## src/rtl/dca_pkg.sv

```systemverilog
`timescale 1ns / 1ps
// Shared types and constants for the DMA cycle arbiter.
// No dependencies; the arbiter and the testbench refer to this package by scoped names.
package dca_pkg;

  // Request codes carried in req_type.
  localparam logic [1:0] REQ_TICK           = 2'd0;
  localparam logic [1:0] REQ_OAM_START      = 2'd1;
  localparam logic [1:0] REQ_SAMPLE_RESTART = 2'd2;

  // Read kinds reported in read_kind.
  localparam logic [1:0] KIND_NONE   = 2'd0;
  localparam logic [1:0] KIND_DUMMY  = 2'd1;
  localparam logic [1:0] KIND_SAMPLE = 2'd2;
  localparam logic [1:0] KIND_OAM    = 2'd3;

  // Address constants.
  localparam logic [15:0] ADDR_TOP     = 16'hFFFF;
  localparam logic [15:0] ADDR_WRAP    = 16'h8000;
  localparam logic [15:0] ADDR_NODUMMY = 16'h2007;

  // Halt lengths for a sample fetch started on a get or a put cycle.
  localparam logic [2:0] HALT_GET = 3'd4;
  localparam logic [2:0] HALT_PUT = 3'd3;

  // Sprite DMA sequencer states.
  typedef enum logic [1:0] {
    OAM_ALIGN = 2'd0,
    OAM_WAIT  = 2'd1,
    OAM_READ  = 2'd2,
    OAM_WRITE = 2'd3
  } oam_phase_t;

  // Payload of one request transaction.
  typedef struct packed {
    logic [1:0]  req_type;
    logic [7:0]  dma_page;
    logic        dpcm_pending;
    logic        dpcm_enabled;
    logic        implicit_abort;
    logic        cpu_writing;
    logic [15:0] cpu_address;
    logic [7:0]  read_data;
    logic [15:0] sample_address;
    logic [11:0] sample_length;
    logic        loop_enable;
    logic        irq_enable;
  } dca_req_t;

  // Payload of one result transaction.
  typedef struct packed {
    logic        cpu_run;
    logic [1:0]  read_kind;
    logic [15:0] bus_address;
    logic        oam_write;
    logic [7:0]  oam_data;
    logic        dpcm_irq;
    logic        dpcm_ack;
    logic        abort_clear;
  } dca_res_t;

endpackage

```

## src/rtl/dca_stream_if.sv

```systemverilog
`timescale 1ns / 1ps
// Valid/ready channel interface with a typed payload.
// Used with the payload structs of dca_pkg.
interface dca_stream_if #(
  parameter type payload_t = logic
);
  logic     valid;
  logic     ready;
  payload_t data;

  modport source (output valid, output data, input ready);
  modport sink   (input valid, input data, output ready);
endinterface

```

## src/rtl/dma_cycle_arbiter.sv

```systemverilog
`timescale 1ns / 1ps
// Per-cycle arbiter between the CPU, sample DMA and sprite DMA.
// Depends on dca_pkg and dca_stream_if.
//
// Usage: req carries one transaction per emulated CPU cycle (a tick), or a
// sprite DMA start, or a sample channel restart. For every tick the block
// returns exactly one transaction on res that tells whether the CPU runs,
// which read the block issues, and any sprite memory write, interrupt or
// acknowledge. Start and restart transactions return nothing.
// Data for a read issued on one tick comes back in read_data of the next.
// A transaction is registered on acceptance, and a tick's result is
// registered from it into the result register once that register is free.
// Throughput: one transaction per clock unless res stalls; the whole decision
// for a tick is one pass of logic between the request and result registers.
// Reset (synchronous, rst high) empties both registers, sets the parity to a
// get cycle, stops both DMA channels and points the sample address at 0x8000.
// When res is stalled, the held result stays put; starts and restarts still
// pass; a tick waits in the request register, with req.ready low until res moves.
module dma_cycle_arbiter (
  input  logic         clk,
  input  logic         rst,
  dca_stream_if.sink   req,
  dca_stream_if.source res
);

  // Request register.
  logic              req_valid;
  dca_pkg::dca_req_t req_q;

  // Result register.
  logic              res_valid;
  dca_pkg::dca_res_t res_q;

  // Arbiter state.
  logic                cycle_parity, cycle_parity_next;
  logic                dpcm_active, dpcm_active_next;
  logic [2:0]          halt_count, halt_count_next;
  logic [15:0]         dpcm_address, dpcm_address_next;
  logic [11:0]         dpcm_remaining, dpcm_remaining_next;
  logic                oam_busy, oam_busy_next;
  dca_pkg::oam_phase_t oam_phase, oam_phase_next;
  logic [7:0]          oam_page, oam_page_next;
  logic [7:0]          oam_offset, oam_offset_next;
  logic [7:0]          oam_latch, oam_latch_next;
  logic                oam_read_due, oam_read_due_next;

  dca_pkg::dca_res_t res_next;

  // Handshake control.
  logic is_tick;
  logic slot_free;
  logic fire;

  // Shared decode of the registered request.
  logic        is_get;
  logic        dpcm_req;
  logic        dpcm_start;
  logic        active_eff;
  logic [2:0]  halt_eff;
  logic        fetch;
  logic [15:0] addr_inc;
  logic [11:0] remaining_dec;
  logic [7:0]  latch_eff;
  logic [7:0]  offset_inc;

  assign is_tick   = (req_q.req_type == dca_pkg::REQ_TICK);
  assign slot_free = !res_valid || res.ready;
  assign fire      = req_valid && (!is_tick || slot_free);

  assign req.ready = !req_valid || fire;
  assign res.valid = res_valid;
  assign res.data  = res_q;

  // A sample request is seen only when no sample halt is in progress.
  assign is_get        = !cycle_parity;
  assign dpcm_req      = req_q.dpcm_pending && !dpcm_active;
  assign dpcm_start    = dpcm_req && !req_q.cpu_writing &&
                         (req_q.dpcm_enabled || req_q.implicit_abort);
  assign active_eff    = dpcm_active || dpcm_start;
  assign halt_eff      = dpcm_start ? (is_get ? dca_pkg::HALT_GET : dca_pkg::HALT_PUT)
                                    : halt_count;
  assign fetch         = active_eff && (halt_eff == 3'd1);
  assign addr_inc      = (dpcm_address == dca_pkg::ADDR_TOP) ? dca_pkg::ADDR_WRAP
                                                             : dpcm_address + 16'd1;
  assign remaining_dec = dpcm_remaining - 12'd1;
  assign latch_eff     = oam_read_due ? req_q.read_data : oam_latch;
  assign offset_inc    = oam_offset + 8'd1;

  // Next state of the arbiter for the request in the register.
  always_comb begin
    cycle_parity_next   = cycle_parity;
    dpcm_active_next    = dpcm_active;
    halt_count_next     = halt_count;
    dpcm_address_next   = dpcm_address;
    dpcm_remaining_next = dpcm_remaining;
    oam_busy_next       = oam_busy;
    oam_phase_next      = oam_phase;
    oam_page_next       = oam_page;
    oam_offset_next     = oam_offset;
    oam_latch_next      = oam_latch;
    oam_read_due_next   = oam_read_due;
    unique case (req_q.req_type)
      dca_pkg::REQ_OAM_START: begin
        oam_busy_next   = 1'b1;
        oam_phase_next  = dca_pkg::OAM_ALIGN;
        oam_page_next   = req_q.dma_page;
        oam_offset_next = 8'd0;
      end
      dca_pkg::REQ_SAMPLE_RESTART: begin
        dpcm_address_next   = req_q.sample_address;
        dpcm_remaining_next = req_q.sample_length;
      end
      dca_pkg::REQ_TICK: begin
        cycle_parity_next = !cycle_parity;
        oam_latch_next    = latch_eff;
        oam_read_due_next = 1'b0;
        if (active_eff) begin
          dpcm_active_next = !fetch;
          halt_count_next  = halt_eff - 3'd1;
          if (fetch) begin
            dpcm_address_next = addr_inc;
            if (dpcm_remaining != 12'd0) begin
              dpcm_remaining_next = remaining_dec;
              if (remaining_dec == 12'd0 && req_q.loop_enable) begin
                dpcm_address_next   = req_q.sample_address;
                dpcm_remaining_next = req_q.sample_length;
              end
            end
          end
        end else if (oam_busy) begin
          unique case (oam_phase)
            dca_pkg::OAM_ALIGN: begin
              oam_phase_next = is_get ? dca_pkg::OAM_WAIT : dca_pkg::OAM_READ;
            end
            dca_pkg::OAM_WAIT: begin
              oam_phase_next = dca_pkg::OAM_READ;
            end
            dca_pkg::OAM_READ: begin
              if (is_get) begin
                oam_phase_next    = dca_pkg::OAM_WRITE;
                oam_read_due_next = 1'b1;
              end
            end
            dca_pkg::OAM_WRITE: begin
              if (!is_get) begin
                oam_offset_next = offset_inc;
                if (offset_inc == 8'd0) begin
                  oam_busy_next = 1'b0;
                end else begin
                  oam_phase_next = dca_pkg::OAM_READ;
                end
              end
            end
            default: begin
              oam_phase_next = oam_phase;
            end
          endcase
        end
      end
      default: begin
        cycle_parity_next = cycle_parity;
      end
    endcase
  end

  // Result fields for a tick.
  always_comb begin
    res_next             = '0;
    res_next.dpcm_ack    = dpcm_req && !req_q.cpu_writing;
    res_next.abort_clear = dpcm_req && req_q.cpu_writing && req_q.implicit_abort;
    if (active_eff) begin
      if (fetch) begin
        res_next.read_kind   = dca_pkg::KIND_SAMPLE;
        res_next.bus_address = dpcm_address;
        res_next.dpcm_irq    = (dpcm_remaining == 12'd1) && !req_q.loop_enable &&
                               req_q.irq_enable;
      end else if (req_q.cpu_address != dca_pkg::ADDR_NODUMMY) begin
        res_next.read_kind   = dca_pkg::KIND_DUMMY;
        res_next.bus_address = req_q.cpu_address;
      end
    end else if (oam_busy) begin
      if (oam_phase == dca_pkg::OAM_READ && is_get) begin
        res_next.read_kind   = dca_pkg::KIND_OAM;
        res_next.bus_address = {oam_page, oam_offset};
      end else if (oam_phase == dca_pkg::OAM_WRITE && !is_get) begin
        res_next.oam_write = 1'b1;
        res_next.oam_data  = latch_eff;
      end
    end else begin
      res_next.cpu_run = 1'b1;
    end
  end

  // Request register.
  always_ff @(posedge clk) begin
    if (rst) begin
      req_valid <= 1'b0;
    end else if (req.ready) begin
      req_valid <= req.valid;
    end
    if (req.ready && req.valid) begin
      req_q <= req.data;
    end
  end

  // Result register.
  always_ff @(posedge clk) begin
    if (rst) begin
      res_valid <= 1'b0;
    end else if (fire && is_tick) begin
      res_valid <= 1'b1;
    end else if (res.ready) begin
      res_valid <= 1'b0;
    end
    if (fire && is_tick) begin
      res_q <= res_next;
    end
  end

  // Arbiter state registers.
  always_ff @(posedge clk) begin
    if (rst) begin
      cycle_parity   <= 1'b0;
      dpcm_active    <= 1'b0;
      halt_count     <= 3'd0;
      dpcm_address   <= dca_pkg::ADDR_WRAP;
      dpcm_remaining <= 12'd0;
      oam_busy       <= 1'b0;
      oam_phase      <= dca_pkg::OAM_ALIGN;
      oam_page       <= 8'd0;
      oam_offset     <= 8'd0;
      oam_latch      <= 8'd0;
      oam_read_due   <= 1'b0;
    end else if (fire) begin
      cycle_parity   <= cycle_parity_next;
      dpcm_active    <= dpcm_active_next;
      halt_count     <= halt_count_next;
      dpcm_address   <= dpcm_address_next;
      dpcm_remaining <= dpcm_remaining_next;
      oam_busy       <= oam_busy_next;
      oam_phase      <= oam_phase_next;
      oam_page       <= oam_page_next;
      oam_offset     <= oam_offset_next;
      oam_latch      <= oam_latch_next;
      oam_read_due   <= oam_read_due_next;
    end
  end

  // While a sample halt runs, the counter stays between one and four.
  a_halt_range: assert property (@(posedge clk) disable iff (rst)
    dpcm_active |-> (halt_count >= 3'd1 && halt_count <= dca_pkg::HALT_GET))
    else $error("halt counter out of range during sample halt");

  // The tick that reaches the end of a halt releases the CPU.
  a_halt_end: assert property (@(posedge clk) disable iff (rst)
    fire && is_tick && dpcm_active && halt_count == 3'd1 |=> !dpcm_active)
    else $error("sample halt did not end after the fetch");

  // Every tick leaves a result and flips the parity.
  a_tick_result: assert property (@(posedge clk) disable iff (rst)
    fire && is_tick |=> res_valid && (cycle_parity != $past(cycle_parity)))
    else $error("tick transaction without result or parity flip");

  // Start and restart transactions add no result.
  a_no_result: assert property (@(posedge clk) disable iff (rst)
    fire && !is_tick |=> res_valid == $past(res_valid && !res.ready))
    else $error("non-tick transaction produced a result");

endmodule

```

## src/flat_wrapper.sv

```systemverilog
// flat-port wrapper written by rule: the top's interface ports become plain ports
module dma_cycle_arbiter_flat 
  (clk, rst, req_valid, req_data, req_ready, res_valid, res_data, res_ready);
  dca_stream_if #(.payload_t(dca_pkg::dca_req_t)) req_i ();
  dca_stream_if #(.payload_t(dca_pkg::dca_res_t)) res_i ();
  input  logic clk;
  input  logic rst;
  input wire logic [$bits(req_i.valid)-1:0] req_valid;
  input wire logic [$bits(req_i.data)-1:0] req_data;
  output wire logic [$bits(req_i.ready)-1:0] req_ready;
  output wire logic [$bits(res_i.valid)-1:0] res_valid;
  output wire logic [$bits(res_i.data)-1:0] res_data;
  input wire logic [$bits(res_i.ready)-1:0] res_ready;
  assign req_i.valid = req_valid;
  assign req_i.data = req_data;
  assign req_ready = req_i.ready;
  assign res_valid = res_i.valid;
  assign res_data = res_i.data;
  assign res_i.ready = res_ready;
  dma_cycle_arbiter u_core (.clk(clk), .rst(rst), .req(req_i), .res(res_i));
endmodule
```

## config.mk

```make
export PLATFORM = sky130hd
export DESIGN_NAME = dma_cycle_arbiter_flat
export DESIGN_NICKNAME = d
export VERILOG_FILES = /design/src/rtl/dca_pkg.sv /design/src/rtl/dca_stream_if.sv /design/src/rtl/dma_cycle_arbiter.sv /design/src/flat_wrapper.sv
export SDC_FILE = /design/constraint.sdc
export NUM_CORES = 1
export LEC_CHECK = 0
export ABC_AREA = 1
export BUFFER_PORTS_ARGS = -buffer_cell sky130_fd_sc_hd__clkbuf_2
export CAP_MARGIN = 40
export CORE_MARGIN = 1.5
export CORE_UTILIZATION = 45
export DETAILED_ROUTE_END_ITERATION = 10
export GPL_TIMING_DRIVEN = 0
export HOLD_SLACK_MARGIN = 0.12
export PLACE_DENSITY = 0.68
export REMOVE_ABC_BUFFERS = 1
export SETUP_SLACK_MARGIN = 0.4
export SLEW_MARGIN = 20
export SYNTH_ARGS = -nofsm -noshare
export SYNTH_HDL_FRONTEND = slang
export SYNTH_SLANG_ARGS = --single-unit
```

## constraint.sdc

```tcl
create_clock -name clk -period 2.7 [get_ports clk]
set_input_delay 0.54 -clock clk [delete_from_list [all_inputs] [get_ports clk]]
set_output_delay 0.54 -clock clk [all_outputs]
set_load 0.005 [all_outputs]
```

---- Yosys cells after proc, flatten, opt, wreduce, memory -nomap -nowiden ----
Index checks and enable logic that the tools add are counted.
W data, S select, Z words.
storage, ports and cells
  bits in registers ....................... 162
  output and inout port bits .............. 33
  word-level logic and storage cells ...... 151
  bits of input ports ..................... 72
operators by class
  mux-type cells .......................... 47
  equal/unequal tests ..................... 19
  bitwise logic cells ..................... 2
  add/sub/neg operators ................... 4
  reduce and logical (&&, ||, !) cells .... 46
operators with widths
  operator                 count
  $mux W16                 5
  $mux W18                 3
  $mux W12                 4
  $mux W8                  5
  $pmux W16 S2             1
  $mux W27                 1
  $pmux W12 S2             1
  $mux W9                  2
  $mux W17                 1
  $add A16 B1 Y16 const B  1
  $eq A16 B16 Y1 const B   1
  $ne A16 B14 Y1 const B   1
  $pmux W8 S2              1
  $logic_and A1 B1 Y1      14
  $eq A12 B1 Y1 const B    1
  $logic_not A12 Y1        1
  $mux W1                  12
  $mux W2                  6
  $reduce_bool A12 Y1      1
  $sub A12 B1 Y12 const B  1
  $ne A2 B2 Y1 const B     5
  $add A8 B1 Y8 const B    1
  $logic_not A1 Y1         8
  $logic_not A8 Y1         1
  other kinds (23)         40

---- Logic depth before layout (Yosys ltp) ----
  word-level depth ........................ 10
  gate-level depth with buffers ........... 17
  gate-level depth less buffers ........... 17

---- Worst setup path before layout ----
No wires, ideal clock.
  path kind ............................... register -> register
  from .................................... reg u_core.req_q[67] (netlist name)
  to ...................................... reg u_core.req_q[0] (netlist name), enable pin
  setup time .............................. 0.422 ns
  data arrival time ....................... 2.390 ns
  path slack .............................. -0.112 ns
  required time ........................... 2.278 ns
  cell stages (with the launch flop) ...... 7
  buffers on the path ..................... 2
  clock period less this slack ............ 2.812 ns
  cells stage by stage .................... edfxtp_1 > nor2_1 > buf_4 > buf_1 > nand4_1 > nand2_1 > inv_1
between the ends
  word-level cells in the longest chain between the ends .. 6
RTL lines
  item                      line                      RTL
  start: declaration        dma_cycle_arbiter.sv:28   dca_pkg::dca_req_t req_q;
  start signal: assignment  dma_cycle_arbiter.sv:202  req_q <= req.data;
  $logic_not A2 Y1          dma_cycle_arbiter.sv:66   assign is_tick = (req_q.req_type == dca_pkg::REQ_TICK);
  $logic_not A1 Y1          dma_cycle_arbiter.sv:68   assign fire = req_valid && (!is_tick || slot_free);
  $logic_or A1 B1 Y1        dma_cycle_arbiter.sv:68
  $logic_and A1 B1 Y1       dma_cycle_arbiter.sv:68
  $logic_or A1 B1 Y1        dma_cycle_arbiter.sv:70   assign req.ready = !req_valid || fire;
  net req_ready             flat_wrapper.sv:10        output wire logic [$bits(req_i.ready)-1:0] req_ready;
  $logic_and A1 B1 Y1       dma_cycle_arbiter.sv:201  if (req.ready && req.valid) begin
The timed path passes the listed nets, and every way through them passes these cells.
A chain may end at the register's enable or synchronous reset.

---- Worst setup path in the final report ----
  from .................................... reg u_core.req_q[55] (netlist name)
  to ...................................... reg u_core.dpcm_remaining[10]
between the ends
  word-level cells in the longest chain between the ends .. 7
  elaborated cells between the ends (all ways) .. 9
  classes of those cells .................. eq/ne: 3; mux: 1; reduce/logical: 5
RTL lines
  item                           line                      RTL
  $logic_or A1 B1 Y1 *           dma_cycle_arbiter.sv:78   (req_q.dpcm_enabled || req_q.implicit_abort);
  $logic_and A1 B1 Y1 *          dma_cycle_arbiter.sv:77   assign dpcm_start = dpcm_req && !req_q.cpu_writing &&
  $mux W3                        dma_cycle_arbiter.sv:80   assign halt_eff = dpcm_start ? (is_get ? dca_pkg::HALT_GET : dca_pkg::HALT_PUT)
  $eq A3 B1 Y1                   dma_cycle_arbiter.sv:82   assign fetch = active_eff && (halt_eff == 3'd1);
  $logic_and A1 B1 Y1            dma_cycle_arbiter.sv:82
  $ne A2 B2 Y1 (no line)         --
  $reduce_and A5 Y1 (no line) *  --
  end signal: assignment         dma_cycle_arbiter.sv:239  dpcm_remaining <= dpcm_remaining_next;
  end: declaration               dma_cycle_arbiter.sv:39   logic [11:0] dpcm_remaining, dpcm_remaining_next;
Mark *: on every way between the ends. The rest lies on a longest branch, timed or not.

==> qor.tcl <==
set qor(fraction_of_layout_instances_using_a_drive_strength_above_1) 0.279
set qor(worstSetupStartpointType) {flop}
set qor(totalWireLength_mm) 17.4
set qor(io_buffer_count) 104
set qor(maximum_frequency_from_static_timing_analysis_mhz) 441
set qor(worst_setup_path_end_kind) {flop}
set qor(power.density_mw_per_mm2) 629
set qor(drt_first_pass_iters) 5
set qor(synth_edf_count) 99
set qor(clock_tree.htree_level_count) 4
set qor(total_leakage_power_nw) 3.70
set qor(route.vias.total) 5855
set qor(most_common_library_cell_in_the_layout_ignoring_fill_and_taps) {nand2_1}
set qor(post_syn_area_mm2) 0.00740
set qor(floorplan.io_pins) 105
set qor(cts_made_buffers) 17
set qor(grt_pass1_vias) 5381
set qor(timing.critical_path.arrival_ns) 2.63
set qor(final_cell_count_no_fill) 1136
set qor(slew_viol_final) 0
set qor(die_area_mm2) 0.0172
set qor(relSlewSlack) 0.528
set qor(placed_cells_incl_taps) 1078
set qor(drtAntennaViolNets) 0
set qor(worstMarginPinSlew_ns) 0.708
set qor(finalPower_mw) 5.78
set qor(crit_type) {reg2reg}
set qor(clock_sinks) 162
set qor(cts_root_buf) {clkbuf_16}
set qor(gr-usage-all-layers) 0.200
set qor(grt_remaining_overflow) 0
set qor(route.detailed.wl_per_inst_um) 15.3
set qor(effective_utilization_at_floorplan) 0.463
set qor(dpl_cell_area_mm2) 0.00810
set qor(clk_path_buf_depth) 2
set qor(die-width_um) 131
set qor(timing.final.hold_violations) 0
set qor(crit_required_ns) 3.07
set qor(sequential_cell_area_mm2) 0.00423
set qor(synth_async_sr_flop_share) 0
set qor(number_of_antenna_violations_at_the_first_check_in_global_routing) 0
set qor(row_count) 46
set qor(post_synthesis_cell_count) 782
set qor(post_drt_via_cell_ratio) 5.15
set qor(place_congestion) 0.848
set qor(multi_input_comb_area_mm2) 0.00293
set qor(syn_to_final_growth_pct) 24.0
set qor(drt_iter0_drc) 385
set qor(holdBufCountCts) 0
set qor(min_period_ns) 2.27
set qor(nets) 987
set qor(post_synth.cell_area_avg_um2) 9.47
set qor(layout.cells.most_common_list) {nand2_1 (111), clkbuf_2 (104), edfxtp_1 (99)}
set qor(grt_pass1_wl_mm) 27.0
set qor(worst_clock_skew_ns) 0.00806
set qor(clkTransAtPathRegs_ns) 0.07
set qor(crit_path_max_fanout) 8
set qor(ys_warn_count) 0
set qor(maximum_number_of_pins_on_one_net_before_global_route_repair) 57
set qor(num-fill-cells) 1431
set qor(finalSetupViolCount) 0
set qor(status) {finished clean}
set qor(top_ff_cell_synth) {edfxtp_1}
set qor(antenna_cells_inserted) 0
set qor(setup_repair_after_global_routing_missed_its_margin) {true}
set qor(cts_tree) {done}
set qor(design_area_mm2) 0.00918
set qor(holdCritPathClass) {in2reg}
set qor(chipHeight_um) 131
set qor(power.ir.vdd_worst_mv) 0.607
set qor(whs_path_depth) 1
set qor(r2r_cells) 13
set qor(rrSetupSlack_ns) 0.43
set qor(drt_drc_violations_left) 0
set qor(coreArea_mm2) 0.0160
set qor(worst_skew_pair.late_latency_ns) 0.43
set qor(hold_ws_ns) 0.280
set qor(post-route-period-util) 0.840
set qor(synth.yosys.seq_area_share) 0.572
set qor(synth_seq_cells) 162
set qor(maxCapViolations) 0
set qor(ys_types) 43
set qor(detailedPlacementHpwl_mm) 11.0
[worst max-delay path, stage by stage, from the launching register on]
cell and delay, ns:
edfxtp_1 0.43, o21ai_4 0.23, inv_2 0.09, buf_4 0.15
o21ai_4 0.16, ha_4 0.19, nand3_4 0.13, nand2_4 0.14
nand2_8 0.08, nor2_4 0.18, buf_12 0.16, buf_12 0.11
o21ai_4 0.05, a21oi_2 0.09
[power breakdown]
part	internal [mW]	switching, mW	total, mW	leakage, nW
sequential	2.72	0.0662	2.79	1.47
clock	1.37	1.04	2.41	0.273
combinational	0.219	0.363	0.582	1.95
[Yosys cell counts (8+ instances only)]
master    number  share of area
nand2_1      114          0.058
edfxtp_1      99           0.40
nor2_1        98          0.050
inv_1         84          0.043
dfxtp_1       63           0.17
nand3_1       58          0.039
a21oi_1       54          0.036
o21ai_0       48          0.032
a22oi_1       11          0.011
nand2_2       10         0.0084
nand4_1       10         0.0084
o21ai_1       10         0.0068
nor2_2         9         0.0076
clkbuf_1       8         0.0041
ha_1           8          0.014
mux2i_1        8          0.011
[kinds of logic after synthesis]
group / share of synthesized area
muxes: 0.0108
buffers and inverters: 0.0669
adders and majority gates: 0.0135
and+or+nand+nor: 0.215
DFF: 0.572
AOI/OAI and AO/OA: 0.111
xor gates and xnor gates: 0.0106
[layout make-up]
| class | count | share of cell area |
|---|---|---|
| flip-flops and latches | 162 | 0.461 |
| inverters | 89 | 0.0386 |
| repair inverters | 1 | 0.000818 |
| well taps | 216 | 0.0294 |
| repair buffers | 129 | 0.0879 |
| multi-input cells | 507 | 0.319 |
| clock inverters | 14 | 0.0168 |
| clock buffers | 18 | 0.0467 |
[metrics by stage]
stage	util	setup slack, ns	setup TNS (ns)
floorplan	-	-0.877	-82.03
global placement	0.502	-2.31	-273.79
detailed placement	0.506	-0.796	-27.04
CTS	0.553	0.323	0
global route	0.574	0.325	0
finish	0.574	0.433	0
[metal layers]
layer / routed length [um] / vias up / part of all wire / track usage
met2: 8270 / 184 / 0.48 / 0.323
li1: - / 2921 / - / -
met1: 7840 / 2728 / 0.45 / 0.264
met3: 989 / 22 / 0.057 / 0.0517
met5: 0 / - / 0 / 0
met4: 304 / 0 / 0.017 / 0.0673
[final timing paths]
check                                   from                                     end
min reg2reg  u_core.oam_page[4]$_SDFFE_PP0P_         u_core.oam_page[4]$_SDFFE_PP0P_
min                             req_data[54]              u_core.req_q[54]$_DFFE_PP_
max reg2reg       u_core.req_q[55]$_DFFE_PP_  u_core.dpcm_remaining[10]$_SDFFE_PP0P_
max               u_core.req_q[55]$_DFFE_PP_  u_core.dpcm_remaining[10]$_SDFFE_PP0P_
[sequential cells by signal, summed over array words and instances, names as in the netlist, 2 cells and up]
signal,flops
u_core.oam_offset,8
u_core.dpcm_address,16
u_core.oam_page,8
u_core.res.data,31
u_core.oam_phase,2
u_core.dpcm_remaining,12
u_core.oam_latch,8
u_core.halt_count,3
u_core.req_q,68
[timing repair]
item                       in CTS  in global routing
setup endpoints to repair     166                 99
gates cloned                    3                  1
setup buffers                  11                 11
gates resized for setup        15                 60
pin swaps                       5                  9
Power figures use the tool's default switching activity.
